<file path="config.mk">
export PLATFORM = sky130hd
export DESIGN_NAME = fvis_queue
export DESIGN_NICKNAME = d
export VERILOG_FILES = /design/src/rtl/fvis_pkg.sv /design/src/rtl/fvis_queue.sv
export SDC_FILE = /design/constraint.sdc
export NUM_CORES = 1
export LEC_CHECK = 0
export BUFFER_PORTS_ARGS = -buffer_cell sky130_fd_sc_hd__buf_2
export CAP_MARGIN = 20
export CORE_ASPECT_RATIO = 1.25
export CORE_MARGIN = 3
export CORE_UTILIZATION = 47
export CTS_CLUSTER_SIZE = 25
export DETAILED_ROUTE_END_ITERATION = 10
export PLACE_DENSITY = 0.79
export SLEW_MARGIN = 20
export SYNTH_ARGS = -nofsm -noshare
export SYNTH_HDL_FRONTEND = slang
export SYNTH_SLANG_ARGS = --single-unit
export TNS_END_PERCENT = 100
</file>
<file path="constraint.sdc">
create_clock -name clk -period 12.2 [get_ports clk]
set_clock_uncertainty 0.15 [all_clocks]
set_input_delay 1.83 -clock clk [delete_from_list [all_inputs] [get_ports clk]]
set_output_delay 1.83 -clock clk [all_outputs]
set_load 0.05 [all_outputs]
</file>
<file path="src/rtl/fvis_pkg.sv">
// ----------------------------------------------------------------------------
// fvis_pkg
// Shared types and constants of the frustum and occlusion visibility block.
// ----------------------------------------------------------------------------
package fvis_pkg;

	localparam int MAX_OBSTACLES = 16;
	localparam int BOX_IDX_W     = $clog2(MAX_OBSTACLES);
	localparam int BOX_CNT_W     = $clog2(MAX_OBSTACLES + 1);
	localparam int NUM_PLANES    = 6;
	localparam int QUEUE_DEPTH   = 2;
	localparam int QPTR_W        = $clog2(QUEUE_DEPTH);
	localparam int QCNT_W        = $clog2(QUEUE_DEPTH + 1);
	localparam int ROT_W         = 24;

	// request kinds
	localparam logic REQ_LOAD  = 1'b0;
	localparam logic REQ_QUERY = 1'b1;

	// outcome codes
	localparam logic [1:0] OUTCOME_LOAD     = 2'd0;
	localparam logic [1:0] OUTCOME_VISIBLE  = 2'd1;
	localparam logic [1:0] OUTCOME_CULLED   = 2'd2;
	localparam logic [1:0] OUTCOME_OCCLUDED = 2'd3;

	// configuration register indexes
	localparam logic [2:0] CFG_PLANE_0   = 3'd0;
	localparam logic [2:0] CFG_PLANE_5   = 3'd5;
	localparam logic [2:0] CFG_OBST_CNT  = 3'd6;

	typedef struct packed {
		logic               req_type;
		logic [3:0]         slot;
		logic signed [31:0] p0_x;
		logic signed [31:0] p0_y;
		logic signed [31:0] p0_z;
		logic signed [31:0] p1_x;
		logic signed [31:0] p1_y;
		logic signed [31:0] p1_z;
		logic signed [15:0] rot_x;
		logic signed [15:0] rot_y;
		logic signed [15:0] rot_z;
		logic signed [15:0] rot_w;
	} req_item_t;

	typedef struct packed {
		logic       visible;
		logic [1:0] outcome;
	} rsp_item_t;

	// classified work item: for a query b holds the ray, for a load the box max
	typedef struct packed {
		logic               is_query;
		logic [3:0]         slot;
		logic signed [31:0] a_x;
		logic signed [31:0] a_y;
		logic signed [31:0] a_z;
		logic signed [32:0] b_x;
		logic signed [32:0] b_y;
		logic signed [32:0] b_z;
		logic signed [15:0] q_x;
		logic signed [15:0] q_y;
		logic signed [15:0] q_z;
		logic signed [15:0] q_w;
	} work_t;

	typedef struct packed {
		logic signed [31:0] min_x;
		logic signed [31:0] min_y;
		logic signed [31:0] min_z;
		logic signed [31:0] max_x;
		logic signed [31:0] max_y;
		logic signed [31:0] max_z;
	} box_t;

	typedef logic [NUM_PLANES-1:0][63:0] planes_t;

endpackage

</file>
<file path="src/rtl/fvis_queue.sv">
// ----------------------------------------------------------------------------
// fvis_queue
// Short queue of classified work items between the front and the back.
// ----------------------------------------------------------------------------
module fvis_queue import fvis_pkg::*; (
	input  logic  clk,
	input  logic  arst_n,
	input  logic  push_valid,
	output logic  push_ready,
	input  work_t push_item,
	output logic  pop_valid,
	input  logic  pop_ready,
	output work_t pop_item
);

	work_t             ent_q [QUEUE_DEPTH];
	logic [QPTR_W-1:0] wr_ptr_q;
	logic [QPTR_W-1:0] rd_ptr_q;
	logic [QCNT_W-1:0] cnt_q;
	logic              push;
	logic              pop;

	assign push_ready = (cnt_q != QCNT_W'(QUEUE_DEPTH));
	assign pop_valid  = (cnt_q != '0);
	assign pop_item   = ent_q[rd_ptr_q];
	assign push       = push_valid && push_ready;
	assign pop        = pop_valid && pop_ready;

	always_ff @(posedge clk or negedge arst_n) begin
		if (!arst_n) begin
			wr_ptr_q <= '0;
			rd_ptr_q <= '0;
			cnt_q    <= '0;
		end else begin
			if (push) begin
				wr_ptr_q <= (wr_ptr_q == QPTR_W'(QUEUE_DEPTH - 1)) ? '0 : wr_ptr_q + 1'b1;
			end
			if (pop) begin
				rd_ptr_q <= (rd_ptr_q == QPTR_W'(QUEUE_DEPTH - 1)) ? '0 : rd_ptr_q + 1'b1;
			end
			if (push && !pop) begin
				cnt_q <= cnt_q + 1'b1;
			end else if (pop && !push) begin
				cnt_q <= cnt_q - 1'b1;
			end
		end
	end

	always_ff @(posedge clk) begin
		if (push) begin
			ent_q[wr_ptr_q] <= push_item;
		end
	end

endmodule

</file>
# After elaboration in Yosys (flattened, before gate mapping)
# Memories as Yosys holds them, arrays and structs flattened.
# Cells that the tools add are included.
[word_totals]
output_inout_bits = 266
memories = 1
inputBits = 268
elab_cells = 23
ramBits = 528
regBits = 4
[mem_list]
columns = ["memory", "depth", "word_bits", "read_ports", "rd_clocked_by_memory_dff", "write_ports", "line", "text"]
rows = [
  ["ent_q", 2, 264, 1, 0, 1, "fvis_queue.sv:16", "work_t ent_q [QUEUE_DEPTH];"],
]
[op_classes]
reduce_logical = 8
eq_ne = 1
add_sub_neg = 4
muxes = 6
[op_table]
columns = ["op", "count"]
rows = [
  ["$logic_and A1 B1 Y1", 4],
  ["$mux W1", 4],
  ["$mux W2", 2],
  ["$reduce_bool A2 Y1", 2],
  ["$add A1 B1 Y1 const B", 2],
  ["$add A2 B1 Y2 const B", 1],
  ["$logic_not A1 Y1", 2],
  ["$ne A2 B2 Y1 const B", 1],
  ["$sub A2 B1 Y2 const B", 1],
]

# Depth between registers and ports, before layout
[depth]
depth_word = 6
ltp_mapped = 7

# Worst setup path before layout
# Ideal clock, no wire load.
[synth_path]
path_type = "input to register"
from = "input push_valid"
to = "memory ent_q[0][0] (netlist name) (enable)"
setup_ps = 895
required_ps = 11155
slack_ps = -1723
arrival_time_ps = 12878
cell_stages = 2
path_cell_list = "nand2_1 > nor2_1"
[synth_between]
elab_chain_len = 3
[synth_lines]
columns = ["element", "line", "text"]
rows = [
  ["start, declared", "fvis_queue.sv:8", "input logic push_valid,"],
  ["$logic_and A1 B1 Y1", "fvis_queue.sv:26", "assign push = push_valid && push_ready;"],
  ["$mux W1", "fvis_queue.sv:50", "if (push) begin"],
  ["$mux W1 (implied by the code)", "fvis_queue.sv:51", "ent_q[wr_ptr_q] <= push_item;"],
  ["end, declared", "fvis_queue.sv:16", ""],
]
# Every way passes these cells.

==> summary.txt <==
Logic synthesis
  – Share of the synthesized area in the top cell type: 0.8197
  – Syn Nets: 1108
  – Multiplexer area fraction after synthesis: 0.1537
  – Post-Synth Simple-Gate Area: 0.001747
  – Largest family of logic cells by synthesized area: multiplexers
  – Register area share after synthesis: 0.8249
  – Syn Inst Count: 839
  – Synth area leaders: edfxtp_1 (82%), mux2_2 (15%), buf_6 (1.6%)
  – Yosys top cell by area: edfxtp_1
  – Avg Cell Area, Syn: 23.05 um^2
  – Post-Synth XOR/XNOR Area: 0.002264
  – Synth Area in Compound Gates: 0
  – Seq cells post-synth: approximately 530
  – Syn Std Cell Area: 19340 um^2
  – Area share of fa/ha/maj cells after synthesis: 0.0006469
  – Distinct cells, synth: 14
  – Number of warnings issued by yosys: 0

Finish
  – Fill cells: 2951
  – Final nets: 1675
  – Final std cells w/o fill: 2003
  – Most frequent cells in the layout: buf_2 (533), edfxtp_1 (528), mux2_2 (264)
  – Fin area: 24220 um^2
  – Most common cell after layout, fill and taps aside: buf_2
  – Share of post-route cells with drive strength above 1: 0.6137
  – Post-layout util: 0.6008
  – Area delta synth->final: 25.23%

GRT
  – First-pass GRT wire length: 61440 um
  – Total gr overflow: 0
  – Pin count of the biggest net entering global routing: 82
  – Initial antenna violation count: 15
  – Vias in the first global route: 10493
  – All-Layer GR Usage: 0.1843

STA
  – Fmax: 0.1741 GHz
  – Period utilization: 0.4709
  – Min Tclk post-route: 5.745 ns
  – Worst slew pin tran: 1.079 ns
  – Slew HR: 0.2804
  – Final Hold Fails: 0
  – Max-slew violations: 0
  – RSZ-0062 raised after global routing: false
  – Setup ws final: 6.455 ns
  – Final setup vio count: 0
  – Final setup TNS: 0 ns

Worst hold path
  – Worst Hold Class: reg2reg
  – HP Start: cnt_q[1]$_DFFE_PN0P_
  – Hold Path End: cnt_q[1]$_DFFE_PN0P_
  – Hold path cells: 1

Clock network
  – CTS buffer count: 51
  – H-tree levels: 2
  – Clk root buf: clkbuf_16
  – Clock transition at path regs: about 0.060 ns
  – Clock Tree Buf Depth: 3
  – Clk_lat worst skew: 0.55 ns
  – CTS Hold Bufs: 0
  – # clock sinks: between 500 and 600
  – Post-CTS Setup Inserts: 0
  – Post-CTS Resized: 0
  – CTS tree: done

Floorplan
  – IO Pins: approximately 530
  – DIE AREA: 43640 um^2
  – Die width: 187.4 um
  – Row cnt: approximately 80
  – Starting density of the core: 0.4797
  – Core area: 40320 um^2
  – Die H: 232.8 um

Setup path
  – Capturing point of the worst reg2reg path: ent_q[1][123]$_DFFE_PP_
  – Arrival @ worst endpoint: 3.76 ns
  – Worst-path fanout max: 78
  – Startpoint types: flip-flop
  – CP required: 10.22 ns
  – R2r worst-path depth: 4
  – Crit Path Category: reg2out
  – Register-to-register setup slack: approximately 8.7 ns
  – Critical R2R Launch: cnt_q[0]$_DFFE_PN0P_
  – CP endpoint kind: primary output

Placed design
  – Dpl cells: between 1500 and 2000
  – Place WS: roughly 7.0 ns
  – Area post-placement: roughly 22000 um^2
  – GPL Wtd Cong: just over 0.8
  – Port bufs: 533
  – Dpl hpwl: 29510 um

Power
  – Pwr dens: 292.6 nW/um^2
  – Max VDD drop: 180.4 uV
  – Static Leak: 9.029 nW

Detailed routing
  – Final wirelength: 42160 um
  – Routed len/inst: about 21 um
  – Wire length on met1: 15060 um
  – DRC: 0
  – DR vias/cell: 4.985
  – Met2 wire length: 21960 um
  – Iteration-0 DRC Markers: 431
  – Routed via count: ~10000
  – Routed Antenna Nets: 0
  – DRT Pass-1 Iters: 5
  – Routed wl met3: 3250 um
  – Top Metal Used: met5

Outcome
  – Outcome: complete, no violations

Flow run
  – Max cap viols: 0
==> Yosys cell counts <==
| library cell | instances |
|---|---|
| edfxtp_1 | 528 |
| nand2_1 | 2 |
| mux2_2 | 264 |
| xnor2_1 | 3 |
| dfrtp_1 | 4 |
| xor2_1 | 2 |
| nand2b_1 | 1 |
| ha_1 | 1 |
| and3_1 | 1 |
| inv_1 | 1 |
| buf_2 | 1 |
| buf_6 | 28 |
| or2_2 | 1 |
| nor2_1 | 2 |
==> worst max-delay path, cell delays in order, from the launching register on <==
cell	delay, ns
dfrtp_4	0.84
buf_4	0.73
buf_4	0.82
mux2_2	0.42
buf_2	0.21
==> logic make-up after synthesis <==
kind of cell / after synthesis
adders and majority gates: 1
buffers and inverters: 30
xor gates and xnor gates: 5
and+or+nand+nor: 7
muxes: 264
DFF: 532
==> sequential cells by signal (all words and copies together), names as in the netlist <==
register,count
cnt_q,2
ent_q,528
wr_ptr_q,1
rd_ptr_q,1
==> metrics by stage <==
stage | hold WS, ns | total power [W]
6_report | 0.3377 | 0.007088
3_3_place_gp | 0.3232 | 0.005506
2_1_floorplan | 0.3059 | 0.005064
3_5_place_dp | 0.3252 | 0.005539
5_1_grt | 0.3669 | 0.007343
4_1_cts | 0.3370 | 0.007154
==> routing by layer <==
metal,vias up,global-route usage
li1,4514,-
met4,8,0.08726
met2,453,0.3216
met5,-,0
met3,120,0.05139
met1,4889,0.2114
==> power by group <==
| part | leakage, nW | internal [W] | switching (W) |
|---|---|---|---|
| Clock | 0.848 | 0.000963 | 0.000639 |
| Sequential | 4.95 | 0.00251 | 0.000131 |
| Combinational | 3.23 | 0.000733 | 0.00212 |
==> worst max path at each step <==
stage	startpoint	end	slack, ns
after floorplan	push_valid	ent_q[0][0]$_DFFE_PP_	2.76
final	rd_ptr_q$_DFFE_PN0P_	pop_item[77]	6.46
after detailed placement	rd_ptr_q$_DFFE_PN0P_	pop_item[129]	7.03
after CTS	rd_ptr_q$_DFFE_PN0P_	pop_item[129]	6.42
after global placement	rd_ptr_q$_DFFE_PN0P_	pop_item[171]	7.13
after global routing	rd_ptr_q$_DFFE_PN0P_	pop_item[77]	6.22
==> final cells by class <==
type | instances | area, um^2 | share of cell area
Sequential cell | 532 | 15960 | 0.6588
Multi-Input combinational cell | 277 | 3075 | 0.1270
Timing Repair Buffer | 543 | 2743 | 0.1132
Clock buffer | 66 | 1364 | 0.05630
Tap cell | 546 | 683.2 | 0.02820
Clock inverter | 28 | 370.4 | 0.01529
Antenna cell | 10 | 25.02 | 0.001033
Inverter | 1 | 3.754 | 0.0001550
Power figures use the tool's default switching activity.
